$ cat config.mk
export PLATFORM = sky130hd
export DESIGN_NAME = nearest_angle_table_lookup
export DESIGN_NICKNAME = d
export VERILOG_FILES = /design/src/hw/rtl/nat_pkg.sv /design/src/hw/rtl/nearest_angle_table_lookup.sv /design/src/hw/rtl/nat_ram.sv /design/src/hw/rtl/nat_scan.sv
export SDC_FILE = /design/constraint.sdc
export NUM_CORES = 1
export LEC_CHECK = 0
export BUFFER_PORTS_ARGS = -buffer_cell sky130_fd_sc_hd__buf_2
export CORE_AREA = 2 2 251 253
export CTS_CLUSTER_SIZE = 25
export DETAILED_ROUTE_END_ITERATION = 8
export DIE_AREA = 0 0 253 255
export PLACE_DENSITY = 0.64
export SYNTH_ARGS = -nofsm -noshare
export SYNTH_HDL_FRONTEND = slang
export SYNTH_SLANG_ARGS = --single-unit
$ cat constraint.sdc
create_clock -name clk_i -period 6.1 [get_ports clk_i]
set_input_delay 1.22 -clock clk_i [delete_from_list [all_inputs] [get_ports clk_i]]
set_output_delay 1.22 -clock clk_i [all_outputs]
set_load 0.01 [all_outputs]
$ cat src/hw/rtl/nat_pkg.sv
// Shared types, constants and helpers for the nearest angle table lookup.
// No dependencies; imported by the top level and nat_scan.
package nat_pkg;

  // Table geometry
  localparam int unsigned TABLE_ENTRIES = 16;
  localparam int unsigned IDX_W = (TABLE_ENTRIES > 1) ? $clog2(TABLE_ENTRIES) : 1;
  localparam logic [IDX_W-1:0] LAST_IDX = IDX_W'(TABLE_ENTRIES - 1);

  // Field widths
  localparam int unsigned MODE_W   = 2;
  localparam int unsigned IN_ANG_W = 11;
  localparam int unsigned ANG_W    = 9;
  localparam int unsigned ID_W     = 16;
  localparam int unsigned SLOT_W   = ANG_W + ID_W;

  // Degrees in a full turn
  localparam int unsigned FULL_CIRCLE = 360;

  // Request modes
  localparam logic [MODE_W-1:0] MODE_CLEAR  = 2'd0;
  localparam logic [MODE_W-1:0] MODE_INSERT = 2'd1;
  localparam logic [MODE_W-1:0] MODE_LOOKUP = 2'd2;

  // One stored slot
  typedef struct packed {
    logic [ANG_W-1:0] angle;
    logic [ID_W-1:0]  ident;
  } slot_t;

  // Control from the sequencer to the scan datapath
  typedef struct packed {
    logic             clr;
    logic             proc;
    logic             lookup;
    logic             slot_vld;
    logic [IDX_W-1:0] idx;
    logic [ANG_W-1:0] query;
  } scan_ctrl_t;

  // Outcome of a table walk
  typedef struct packed {
    logic             same_found;
    logic [IDX_W-1:0] same_idx;
    logic             free_found;
    logic [IDX_W-1:0] free_idx;
    logic             hit;
    logic [ANG_W-1:0] match_angle;
    logic [ID_W-1:0]  match_ident;
  } scan_res_t;

  // Reduce a signed 11-bit angle into 0..359 (true modulo)
  function automatic logic [ANG_W-1:0] reduce_angle(input logic [IN_ANG_W-1:0] raw);
    logic [IN_ANG_W:0] v;
    v = {raw[IN_ANG_W-1], raw} + (IN_ANG_W+1)'(3 * FULL_CIRCLE);
    if (v >= (IN_ANG_W+1)'(4 * FULL_CIRCLE)) v = v - (IN_ANG_W+1)'(4 * FULL_CIRCLE);
    if (v >= (IN_ANG_W+1)'(2 * FULL_CIRCLE)) v = v - (IN_ANG_W+1)'(2 * FULL_CIRCLE);
    if (v >= (IN_ANG_W+1)'(FULL_CIRCLE))     v = v - (IN_ANG_W+1)'(FULL_CIRCLE);
    return v[ANG_W-1:0];
  endfunction

  // Clockwise gap from 'from' up to 'to', both in 0..359
  function automatic logic [ANG_W-1:0] circ_gap(input logic [ANG_W-1:0] from,
                                                 input logic [ANG_W-1:0] to);
    logic [ANG_W:0] g;
    if (to >= from) begin
      g = {1'b0, to} - {1'b0, from};
    end else begin
      g = {1'b0, to} + (ANG_W+1)'(FULL_CIRCLE) - {1'b0, from};
    end
    return g[ANG_W-1:0];
  endfunction

endpackage

$ cat src/hw/rtl/nearest_angle_table_lookup.sv
// Top level of the nearest angle table lookup: sequencer, slot valid bits,
// slot memory and output register. Depends on nat_pkg, nat_ram and nat_scan.

// A request clears the table, inserts an (angle, id) entry or looks up the
// stored entry nearest to a query angle on the circle; angles are reduced
// modulo 360 first, and every request returns exactly one result. Angles and
// ids live in a single-port-read slot memory that is walked one slot per
// cycle: an insert or a lookup reads every slot in turn before its result
// is built; a clear or an unused mode goes straight to the result.
// The next request is taken as soon as the previous result is in the output
// register, and a result waits there while the output is stalled. Slot valid
// bits are flip-flops cleared at reset, so no clearing pass is needed.
module nearest_angle_table_lookup
  import nat_pkg::*;
(
  input  logic                clk_i,
  input  logic                rst_ni,
  input  logic                in_valid_i,
  output logic                in_stall_o,
  input  logic [MODE_W-1:0]   mode_i,
  input  logic [IN_ANG_W-1:0] angle_i,
  input  logic [ID_W-1:0]     entry_id_i,
  output logic                out_valid_o,
  input  logic                out_stall_i,
  output logic                hit_o,
  output logic [ANG_W-1:0]    matched_angle_o,
  output logic [ID_W-1:0]     matched_id_o,
  output logic                table_full_o
);

  localparam logic [1:0] ST_IDLE = 2'd0;
  localparam logic [1:0] ST_SCAN = 2'd1;
  localparam logic [1:0] ST_LAST = 2'd2;
  localparam logic [1:0] ST_RESP = 2'd3;

  logic [1:0]         state_q, state_d;
  logic [IDX_W-1:0]   cnt_q, cnt_d;
  logic               rd_pend_q, rd_pend_d;
  logic [IDX_W-1:0]   rd_idx_q, rd_idx_d;
  logic [MODE_W-1:0]  mode_q, mode_d;
  logic [ANG_W-1:0]   ang_q, ang_d;
  logic [ID_W-1:0]    id_q, id_d;
  logic [TABLE_ENTRIES-1:0] slot_valid_q, slot_valid_d;

  logic               out_valid_q, out_valid_d;
  logic               hit_q, hit_d;
  logic [ANG_W-1:0]   m_ang_q, m_ang_d;
  logic [ID_W-1:0]    m_id_q, m_id_d;
  logic               full_q, full_d;

  logic               in_fire, resp_fire;
  logic               ram_we, ram_re;
  logic [IDX_W-1:0]   ram_waddr;
  slot_t              ram_wdata, ram_rdata;
  logic [SLOT_W-1:0]  ram_rdata_raw;
  scan_ctrl_t         scan_ctrl;
  scan_res_t          scan_res;

  assign in_stall_o = (state_q != ST_IDLE);
  assign in_fire    = in_valid_i && !in_stall_o;
  assign resp_fire  = (state_q == ST_RESP) && (!out_valid_q || !out_stall_i);

  // Sequence accept, slot walk and result
  always_comb begin
    state_d   = state_q;
    cnt_d     = cnt_q;
    rd_pend_d = 1'b0;
    rd_idx_d  = rd_idx_q;
    mode_d    = mode_q;
    ang_d     = ang_q;
    id_d      = id_q;
    ram_re    = 1'b0;
    unique case (state_q)
      ST_IDLE: begin
        if (in_fire) begin
          mode_d = mode_i;
          ang_d  = reduce_angle(angle_i);
          id_d   = entry_id_i;
          cnt_d  = '0;
          if (mode_i == MODE_INSERT || mode_i == MODE_LOOKUP) begin
            state_d = ST_SCAN;
          end else begin
            state_d = ST_RESP;
          end
        end
      end
      ST_SCAN: begin
        ram_re    = 1'b1;
        rd_pend_d = 1'b1;
        rd_idx_d  = cnt_q;
        if (cnt_q == LAST_IDX) begin
          state_d = ST_LAST;
        end else begin
          cnt_d = cnt_q + 1'b1;
        end
      end
      ST_LAST: begin
        state_d = ST_RESP;
      end
      ST_RESP: begin
        if (resp_fire) begin
          state_d = ST_IDLE;
        end
      end
      default: begin
        state_d = ST_IDLE;
      end
    endcase
  end

  // Drive the scan datapath
  always_comb begin
    scan_ctrl.clr      = in_fire;
    scan_ctrl.proc     = rd_pend_q;
    scan_ctrl.lookup   = (mode_q == MODE_LOOKUP);
    scan_ctrl.slot_vld = slot_valid_q[rd_idx_q];
    scan_ctrl.idx      = rd_idx_q;
    scan_ctrl.query    = ang_q;
  end

  // Write back an insert: replace a matching angle, else take the free slot
  assign ram_we    = resp_fire && (mode_q == MODE_INSERT) &&
                     (scan_res.same_found || scan_res.free_found);
  assign ram_waddr = scan_res.same_found ? scan_res.same_idx : scan_res.free_idx;
  assign ram_wdata = '{angle: ang_q, ident: id_q};
  assign ram_rdata = slot_t'(ram_rdata_raw);

  // Update slot valid bits
  always_comb begin
    slot_valid_d = slot_valid_q;
    if (resp_fire && mode_q == MODE_CLEAR) begin
      slot_valid_d = '0;
    end else if (ram_we && !scan_res.same_found) begin
      slot_valid_d[scan_res.free_idx] = 1'b1;
    end
  end

  // Build the result
  always_comb begin
    hit_d   = 1'b0;
    m_ang_d = '0;
    m_id_d  = '0;
    full_d  = 1'b0;
    case (mode_q)
      MODE_LOOKUP: begin
        hit_d = scan_res.hit;
        if (scan_res.hit) begin
          m_ang_d = scan_res.match_angle;
          m_id_d  = scan_res.match_ident;
        end
      end
      MODE_INSERT: begin
        full_d = !scan_res.same_found && !scan_res.free_found;
      end
      default: begin
        full_d = 1'b0;
      end
    endcase
  end

  assign out_valid_d = resp_fire || (out_valid_q && out_stall_i);

  // Hold control state
  always_ff @(posedge clk_i or negedge rst_ni) begin
    if (!rst_ni) begin
      state_q      <= ST_IDLE;
      rd_pend_q    <= 1'b0;
      slot_valid_q <= '0;
      out_valid_q  <= 1'b0;
    end else begin
      state_q      <= state_d;
      rd_pend_q    <= rd_pend_d;
      slot_valid_q <= slot_valid_d;
      out_valid_q  <= out_valid_d;
    end
  end

  // Hold request and result payload
  always_ff @(posedge clk_i) begin
    cnt_q    <= cnt_d;
    rd_idx_q <= rd_idx_d;
    mode_q   <= mode_d;
    ang_q    <= ang_d;
    id_q     <= id_d;
    if (resp_fire) begin
      hit_q   <= hit_d;
      m_ang_q <= m_ang_d;
      m_id_q  <= m_id_d;
      full_q  <= full_d;
    end
  end

  assign out_valid_o     = out_valid_q;
  assign hit_o           = hit_q;
  assign matched_angle_o = m_ang_q;
  assign matched_id_o    = m_id_q;
  assign table_full_o    = full_q;

  nat_ram #(
    .WIDTH(SLOT_W),
    .DEPTH(TABLE_ENTRIES)
  ) u_slot_ram (
    .clk_i  (clk_i),
    .we_i   (ram_we),
    .waddr_i(ram_waddr),
    .wdata_i(ram_wdata),
    .re_i   (ram_re),
    .raddr_i(cnt_q),
    .rdata_o(ram_rdata_raw)
  );

  nat_scan u_scan (
    .clk_i (clk_i),
    .rst_ni(rst_ni),
    .ctrl_i(scan_ctrl),
    .slot_i(ram_rdata),
    .res_o (scan_res)
  );

`ifndef SYNTH
  // Memory is written only when a result leaves
  a_write_at_resp: assert property (@(posedge clk_i) disable iff (!rst_ni)
    ram_we |-> (state_q == ST_RESP))
    else $error("slot write outside result state");

  // A completed clear leaves no valid slot
  a_clear_empties: assert property (@(posedge clk_i) disable iff (!rst_ni)
    (resp_fire && mode_q == MODE_CLEAR) |=> (slot_valid_q == '0))
    else $error("clear left valid slots");

  // A pending hit implies a non-empty table
  a_hit_nonempty: assert property (@(posedge clk_i) disable iff (!rst_ni)
    (out_valid_o && hit_o) |-> (slot_valid_q != '0))
    else $error("hit reported with empty table");

  // Hit and full never come together
  a_hit_full_excl: assert property (@(posedge clk_i) disable iff (!rst_ni)
    out_valid_o |-> !(hit_o && table_full_o))
    else $error("hit and table_full both set");

  // Read data is folded only during the walk
  a_proc_in_walk: assert property (@(posedge clk_i) disable iff (!rst_ni)
    rd_pend_q |-> (state_q == ST_SCAN || state_q == ST_LAST))
    else $error("read data consumed outside walk");
`endif

endmodule

$ cat src/hw/rtl/nat_ram.sv
// Generic simple dual-port RAM with one write port and a registered read port.
// No dependencies.
module nat_ram #(
  parameter int unsigned WIDTH = 8,
  parameter int unsigned DEPTH = 16,
  localparam int unsigned AW = (DEPTH > 1) ? $clog2(DEPTH) : 1
) (
  input  logic             clk_i,
  input  logic             we_i,
  input  logic [AW-1:0]    waddr_i,
  input  logic [WIDTH-1:0] wdata_i,
  input  logic             re_i,
  input  logic [AW-1:0]    raddr_i,
  output logic [WIDTH-1:0] rdata_o
);

  logic [WIDTH-1:0] mem [DEPTH];

  // Write and registered read
  always_ff @(posedge clk_i) begin
    if (we_i) begin
      mem[waddr_i] <= wdata_i;
    end
    if (re_i) begin
      rdata_o <= mem[raddr_i];
    end
  end

endmodule

$ cat src/hw/rtl/nat_scan.sv
// Scan datapath: folds one slot per cycle into the match, free-slot and
// nearest-neighbor trackers. Depends on nat_pkg.
module nat_scan
  import nat_pkg::*;
(
  input  logic       clk_i,
  input  logic       rst_ni,
  input  scan_ctrl_t ctrl_i,
  input  slot_t      slot_i,
  output scan_res_t  res_o
);

  logic             same_found_q, same_found_d;
  logic [IDX_W-1:0] same_idx_q, same_idx_d;
  logic             free_found_q, free_found_d;
  logic [IDX_W-1:0] free_idx_q, free_idx_d;
  logic             found_q, found_d;
  logic [ANG_W-1:0] lo_gap_q, lo_gap_d, up_gap_q, up_gap_d;
  slot_t            lo_slot_q, lo_slot_d, up_slot_q, up_slot_d;
  logic [ANG_W-1:0] ccw_gap, cw_gap;

  assign ccw_gap = circ_gap(slot_i.angle, ctrl_i.query);
  assign cw_gap  = circ_gap(ctrl_i.query, slot_i.angle);

  // Fold the current slot into the trackers
  always_comb begin
    same_found_d = same_found_q;
    same_idx_d   = same_idx_q;
    free_found_d = free_found_q;
    free_idx_d   = free_idx_q;
    found_d      = found_q;
    lo_gap_d     = lo_gap_q;
    up_gap_d     = up_gap_q;
    lo_slot_d    = lo_slot_q;
    up_slot_d    = up_slot_q;
    if (ctrl_i.clr) begin
      same_found_d = 1'b0;
      free_found_d = 1'b0;
      found_d      = 1'b0;
    end else if (ctrl_i.proc) begin
      if (ctrl_i.slot_vld) begin
        if (!same_found_q && slot_i.angle == ctrl_i.query) begin
          same_found_d = 1'b1;
          same_idx_d   = ctrl_i.idx;
        end
        if (ctrl_i.lookup) begin
          found_d = 1'b1;
          if (!found_q || ccw_gap < lo_gap_q) begin
            lo_gap_d  = ccw_gap;
            lo_slot_d = slot_i;
          end
          if (!found_q || cw_gap < up_gap_q) begin
            up_gap_d  = cw_gap;
            up_slot_d = slot_i;
          end
        end
      end else if (!free_found_q) begin
        free_found_d = 1'b1;
        free_idx_d   = ctrl_i.idx;
      end
    end
  end

  // Hold tracker flags
  always_ff @(posedge clk_i or negedge rst_ni) begin
    if (!rst_ni) begin
      same_found_q <= 1'b0;
      free_found_q <= 1'b0;
      found_q      <= 1'b0;
    end else begin
      same_found_q <= same_found_d;
      free_found_q <= free_found_d;
      found_q      <= found_d;
    end
  end

  // Hold tracker payload
  always_ff @(posedge clk_i) begin
    same_idx_q <= same_idx_d;
    free_idx_q <= free_idx_d;
    lo_gap_q   <= lo_gap_d;
    up_gap_q   <= up_gap_d;
    lo_slot_q  <= lo_slot_d;
    up_slot_q  <= up_slot_d;
  end

  // Pick the upper neighbor only when strictly closer
  always_comb begin
    res_o.same_found  = same_found_q;
    res_o.same_idx    = same_idx_q;
    res_o.free_found  = free_found_q;
    res_o.free_idx    = free_idx_q;
    res_o.hit         = found_q;
    res_o.match_angle = (up_gap_q < lo_gap_q) ? up_slot_q.angle : lo_slot_q.angle;
    res_o.match_ident = (up_gap_q < lo_gap_q) ? up_slot_q.ident : lo_slot_q.ident;
  end

endmodule

### After elaboration in Yosys (flattened, before gate mapping)

Memories as Yosys holds them, arrays and structs flattened. A register that Yosys moved wholly into a read port is not among the register bits.
Cells that the tools add are included.

* memories kept: 1
* logic and storage cells: 147
* bits of input ports: 33
* register bits: 161
* output and inout bits: 29
* bits in writable memories: 400

* add/subtract/negate cells: 11
* equal/unequal tests: 14
* $lt $le $gt $ge: 11
* multiplexer cells: 40
* reductions and logical operators: 42
* bitwise operators: 4

Memory list
* u_slot_ram.mem: words 16, width 25, rd ports 1, clocked after Yosys merged registers in 1, write ports 1, line nat_ram.sv:17 `logic [WIDTH-1:0] mem [DEPTH];`

Operators with widths (number)
* $mux W12: 6
* $mux W16: 3
* $mux W9: 4
* $sub A9 B9 Y9: 4
* $lt A9 B9 Y1: 3
* $add A9 B9 Y9 const B: 2
* $ge A9 B9 Y1: 2
* $mux W1: 16
* $or A16 B16 Y16: 1
* $reduce_bool A2 Y1: 7
* $add A12 B11 Y12 const B: 1
* $ge A12 B10 Y1 const B: 1
* $ge A12 B11 Y1 const B: 1
* $ge A12 B9 Y1 const B: 1
* $mux W4: 3
* $reduce_and A3 Y1: 4
* $sub A12 B10 Y12 const B: 1
* $sub A12 B11 Y12 const B: 1
* $logic_and A1 B1 Y1: 10
* $lt A4 B5 Y1 const B: 2
* $ne A2 B2 Y1 const B: 5
* $reduce_and A5 Y1: 2
* $eq A9 B9 Y1: 1
* $sub A9 B9 Y9 const B: 1
* 16 further kinds: 40

### Depth between registers and ports, before layout

* word-level depth: 11
* mapped depth: 24
* depth with buffers taken out: 22

### Hierarchy

A second synthesis with hierarchy kept.

* cell total of the unflattened synthesis: 1445
* area, all modules: 25340.6 um^2

Modules (own cells, without submodules)
* nat_ram: area each 15801.4 um^2, cells an instance 660, instances 1, seq. area each 12762.2 um^2
* nat_scan: area each 5220.0 um^2, cells an instance 426, instances 1, seq. area each 2357.3 um^2
* nearest_angle_table_lookup: area each 4319.1 um^2, cells an instance 359, instances 1, seq. area each 2362.3 um^2

### Worst setup path before layout

Ideal clock, no wire load.

* kind: flip-flop to flip-flop
* from: register ang_q[1]
* to: register u_scan.up_gap_q[0], enable pin
* stages on the path, launching flop included: 23
* data required time: 5.663 ns
* period minus slack after synthesis: 6.122 ns
* buffers on the path: 1
* arrival: 5.685 ns
* setup time: 0.437 ns
* slack: -0.022 ns
* cells stage by stage: edfxtp_1 -> inv_1 -> ha_1 -> fa_1 -> a31oi_1 -> o21bai_1 -> a21oi_1 -> o21ai_0 -> a31oi_1 -> clkbuf_1 -> nor2_1 -> a21oi_1 -> ha_1 -> o21a_1 -> o21a_1 -> o21a_1 -> o21ai_0 -> nand2b_1 -> a21oi_1 -> nor2b_1 -> o21ai_0 -> nand2b_1 -> a21oi_1

* cells in the longest elaborated chain, start to end: 5
* elaborated cells on any way between the ends: 7
* classes of those cells: 2 x add/sub; 2 x order compare; 1 x mux; 2 x reduce/logical

RTL lines
* start: declaration: line nearest_angle_table_lookup.sv:41 `logic [ANG_W-1:0] ang_q, ang_d;`
* start signal: assignment: line nearest_angle_table_lookup.sv:183 `ang_q <= ang_d;`
* $sub A9 B9 Y9, or another cell as far along: line nat_pkg.sv:69 `g = {1'b0, to} + (ANG_W+1)'(FULL_CIRCLE) - {1'b0, from};`
* $mux W9 (*): line nat_pkg.sv:66 `if (to >= from) begin`
* via u_scan.cw_gap[2]: line nat_scan.sv:20 `logic [ANG_W-1:0] ccw_gap, cw_gap;`
* $lt A9 B9 Y1 (*): line nat_scan.sv:52 `if (!found_q || cw_gap < up_gap_q) begin`
* $logic_or A1 B1 Y1 (*): line nat_scan.sv:52
* $reduce_and A5 Y1 (no source line) (*)
* end signal: assignment: line nat_scan.sv:82 `up_gap_q <= up_gap_d;`
* end: declaration: line nat_scan.sv:18 `logic [ANG_W-1:0] lo_gap_q, lo_gap_d, up_gap_q, up_gap_d;`

The timed path passes the listed nets; every way through them passes the cells marked *.
A chain may end at the register's enable or synchronous reset.

### Worst setup path after layout

* from: register ang_q[1]
* to: register u_scan.up_slot_q[0] (netlist name), enable pin

* cells in the longest elaborated chain, start to end: 5
* elaborated cells on any way between the ends: 7
* classes of those cells: 2 x add/sub; 2 x order compare; 1 x mux; 2 x reduce/logical

RTL lines
* $sub A9 B9 Y9, or another cell as far along: line nat_pkg.sv:69
* $mux W9 (*): line nat_pkg.sv:66
* via u_scan.cw_gap[2]: line nat_scan.sv:20
* $lt A9 B9 Y1 (*): line nat_scan.sv:52
* $logic_or A1 B1 Y1 (*): line nat_scan.sv:52
* $reduce_and A5 Y1 (no source line) (*)
* end signal: assignment: line nat_scan.sv:84 `up_slot_q <= up_slot_d;`
* end: declaration: line nat_scan.sv:19 `slot_t lo_slot_q, lo_slot_d, up_slot_q, up_slot_d;`

Marks and branches as above.

==> impl_metrics.csv <==
group,metric,value,unit
outcome,status,"finished, final reports clean",
place,gp_congestion,0.817,
timing,finalCritPeriodShare,89.5,%
floorplanning,fp.dieH,255,µm
global_routing,track_usage,15.9,%
timing,hold_violations,0,
cells_and_area,drive_above_1_share,22.3,%
floorplanning,dieArea,0.0645,mm²
synth,avgSynthCellArea,18.4,µm²
worst_setup_path,crit_type,"reg -> reg",
clock_network,ctsHoldBuffers,0,
clock_network,path_clk_slew,0.06,ns
synth,synth_nets,1449,
clock_network,clockRootBuffer,"clkbuf_16",
clock_network,insertion_delay,0.62,ns
global_routing,grt_pass1_vias,12300,
timing,period_minus_slack,5.46,ns
synth,synthTopCellsByArea,"edfxtp_1 69%, mux4_2 12%, ha_1 3.3%, dfrtp_1 2.3%, nor2_1 1.5%",
clock_network,htreeDepth,2,
synth,netlist_instances,1335,
synth,synthArstFlopShare,3.92,%
cells_and_area,insertedDiodeCount,0,
synth,ys_types,62,
global_routing,antenna_found_initial,0,
drt,drc,0,
cells_and_area,final_nets,1556,
timing,tightest_slew,1.10,ns
timing,fin_skew,0.0217,ns
synth,synthTopCellsByCount,"563 x edfxtp_1, 130 x mux4_2, 98 x nor2_1",
global_routing,grt_max_degree,92,
global_routing,grt_pass1_wl,76200,µm
synth,synth-warning-count,0,
cells_and_area,fin_area,0.0278,mm²
drt,wl,50900,µm
floorplanning,coreArea,0.0622,mm²
worst_hold_path,hold_path_class,"reg -> reg",
synth,syn-cell-area,0.0246,mm²
power_and_ir_drop,power.density,435,mW/mm²
cells_and_area,instances_no_fill,2286,
drt,viasPerCell,5.27,
drt,num_vias,12000,
place,portBuffers,61,
drt,first_iter_violations,954,
synth,yosys.area.top_type,"edfxtp_1",
drt,ant_nets,0,
power_and_ir_drop,power.static_leakage,0.00949,µW
clock_network,cts.path.max_buffers,3,
drt,drtPass1Iterations,4,
global_routing,grt_overflow_total,0,
clock_network,postCtsResizedCells,0,
flow_run,drv_cap,0,
timing,final.setup.tns,0,ns
worst_setup_path,start_kind,"register",
synth,synth.most_common_cell,"edfxtp_1",
place,placed_area,0.0261,mm²
worst_setup_path,crit_path_max_fanout,27,
timing,rsz0062_at_grt,"false",
place,post-place-cells,2183,
synth,synth_edf_count,563,
floorplanning,die_width,253,µm
cells_and_area,area_growth,13.3,%
worst_setup_path,arrival,5.73,ns
worst_setup_path,cp.required,6.37,ns
synth,ys_ff_latch,586,
power_and_ir_drop,ir_drop,0.354,mV
clock_network,post_cts_buffers,0,
place,dpl.hpwl,29600,µm
timing,slew_viol_final,0,
clock_network,clock-sinks,586,
floorplanning,fp-row-count,92,
synth,ys_seq_area_share,71.1,%
timing,slew_headroom,26.4,%
clock_network,numCtsBuffers,56,
drt,routedWlPerCell,22.2,µm
worst_setup_path,endpoint_kind,"register",
floorplanning,start_util,39.5,%
floorplanning,ios,62,
timing,finalSetupViolCount,0,
timing,fmax,0.183,GHz
clock_network,cts_tree,"yes",
synth,ys.flop_type,"edfxtp_1",
synth,synth_top_area_share,68.8,%
==> where the power goes <==
group / internal [µW] / switching, µW / total, µW / leakage [µW]
Combinational: 1600 / 1810 / 3410 / 0.00322
Sequential: 4980 / 332 / 5310 / 0.00540
Clock: 1950 / 1460 / 3400 / 0.000861
Total: 8520 / 3590 / 12100 / 0.00949
==> path summary, 6_finish.rpt <==
| path | startpoint | end | slack [ns] | depth (start not counted) |
|---|---|---|---|---|
| max | ang_q[1] | u_scan.up_slot_q[0] | 0.64 | 22 |
| min | u_slot_ram.rdata_o[11] | u_scan.lo_slot_q[11] | 0.45 | 0 |
| max reg2reg | ang_q[1] | u_scan.up_slot_q[0] | 0.64 | 22 |
| min reg2reg | u_slot_ram.rdata_o[11] | u_scan.lo_slot_q[11] | 0.45 | 0 |
| max in group asynchronous | rst_ni | u_scan.found_q | 5.15 | 1 |
| min in group asynchronous | rst_ni | out_valid_o | 0.59 | 1 |
==> flip-flops by register name (all words and copies together) (netlist names), 2 cells and up <==
register	cells
u_scan.lo_gap_q	9
u_scan.same_idx_q	4
mode_q	2
state_q	2
id_q	16
rd_idx_q	4
matched_id_o	16
u_scan.up_gap_q	9
ang_q	9
u_scan.lo_slot_q	25
u_slot_ram.rdata_o	25
cnt_q	4
u_scan.free_idx_q	4
slot_valid_q	16
u_scan.up_slot_q	25
matched_angle_o	9
u_slot_ram.mem	400
==> per-layer routing <==
metal	global-route usage, %	routed length, µm	vias to the layer above
met5	0	0	-
met4	4.19	1030	0
met3	2.52	2220	72
met2	28.4	26300	259
met1	20.3	21400	6262
li1	-	-	5443
==> worst max-delay path, cell delays in order, from the launching register on <==
cell and delay [ns]:
edfxtp_1 0.70, inv_1 0.17, ha_1 0.28, fa_1 0.36
a31oi_1 0.25, o21bai_1 0.11, a21oi_1 0.23, o21ai_0 0.17
a31oi_1 0.42, nor2_1 0.09, a21oi_1 0.22, ha_1 0.27
o21a_1 0.11, o21a_1 0.17, o21a_1 0.16, o21ai_0 0.15
nand2b_1 0.08, a21oi_1 0.14, nor2b_1 0.05, o21ai_0 0.14
nand2b_1 0.12, a21oi_4 0.30, buf_4 0.40
==> cells by family after synthesis <==
family	Yosys count	share of synthesized area, %
buffers and inverters	115	1.77
muxes	165	13.4
xor gates and xnor gates	42	1.56
AOI/OAI and AO/OA	142	3.76
adders and majority gates	81	4.61
DFF	586	71.1
and+or+nand+nor	204	3.83
==> final cells by class <==
cell class                 count  area, µm²
clock inverter                30        325
clock buffer                  73       1470
tap                          799       1000
multi-input combinational    634       6740
timing repair buffer          94        566
inverter                      70        263
fill                        5270      34300
sequential                   586      17500
==> metrics by stage <==
step | total power, µW | worst slack, ns | utilization (%) | hold slack (ns)
after floorplan | 7840 | 0.724 | - | 0.421
after global placement | 8800 | 0.758 | 41.9 | 0.432
after detailed placement | 8850 | 0.628 | 41.9 | 0.432
after CTS | 12300 | 0.604 | 44.8 | 0.443
after global routing | 12700 | 0.193 | 44.8 | 0.474
final | 12100 | 0.643 | 44.8 | 0.448
==> placed cells by master (no fill, tap or decap), drive strengths merged, types with 9 or more instances in the layout <==
master and n:
fa 16, o21bai 10, o21ai 22, edfxtp 563, nand2b 9, nand2 35
xor2 16, a21o 10, inv 70, clkbuf 73, mux2i 33, nor2 98
nand3 11, dfrtp 23, buf 94, a21oi 54, xnor2 26, clkinv 22
nor2b 10, ha 65, a31oi 12, mux4 130, nor3 12
Note: power is estimated with default switching activity, not from simulation.
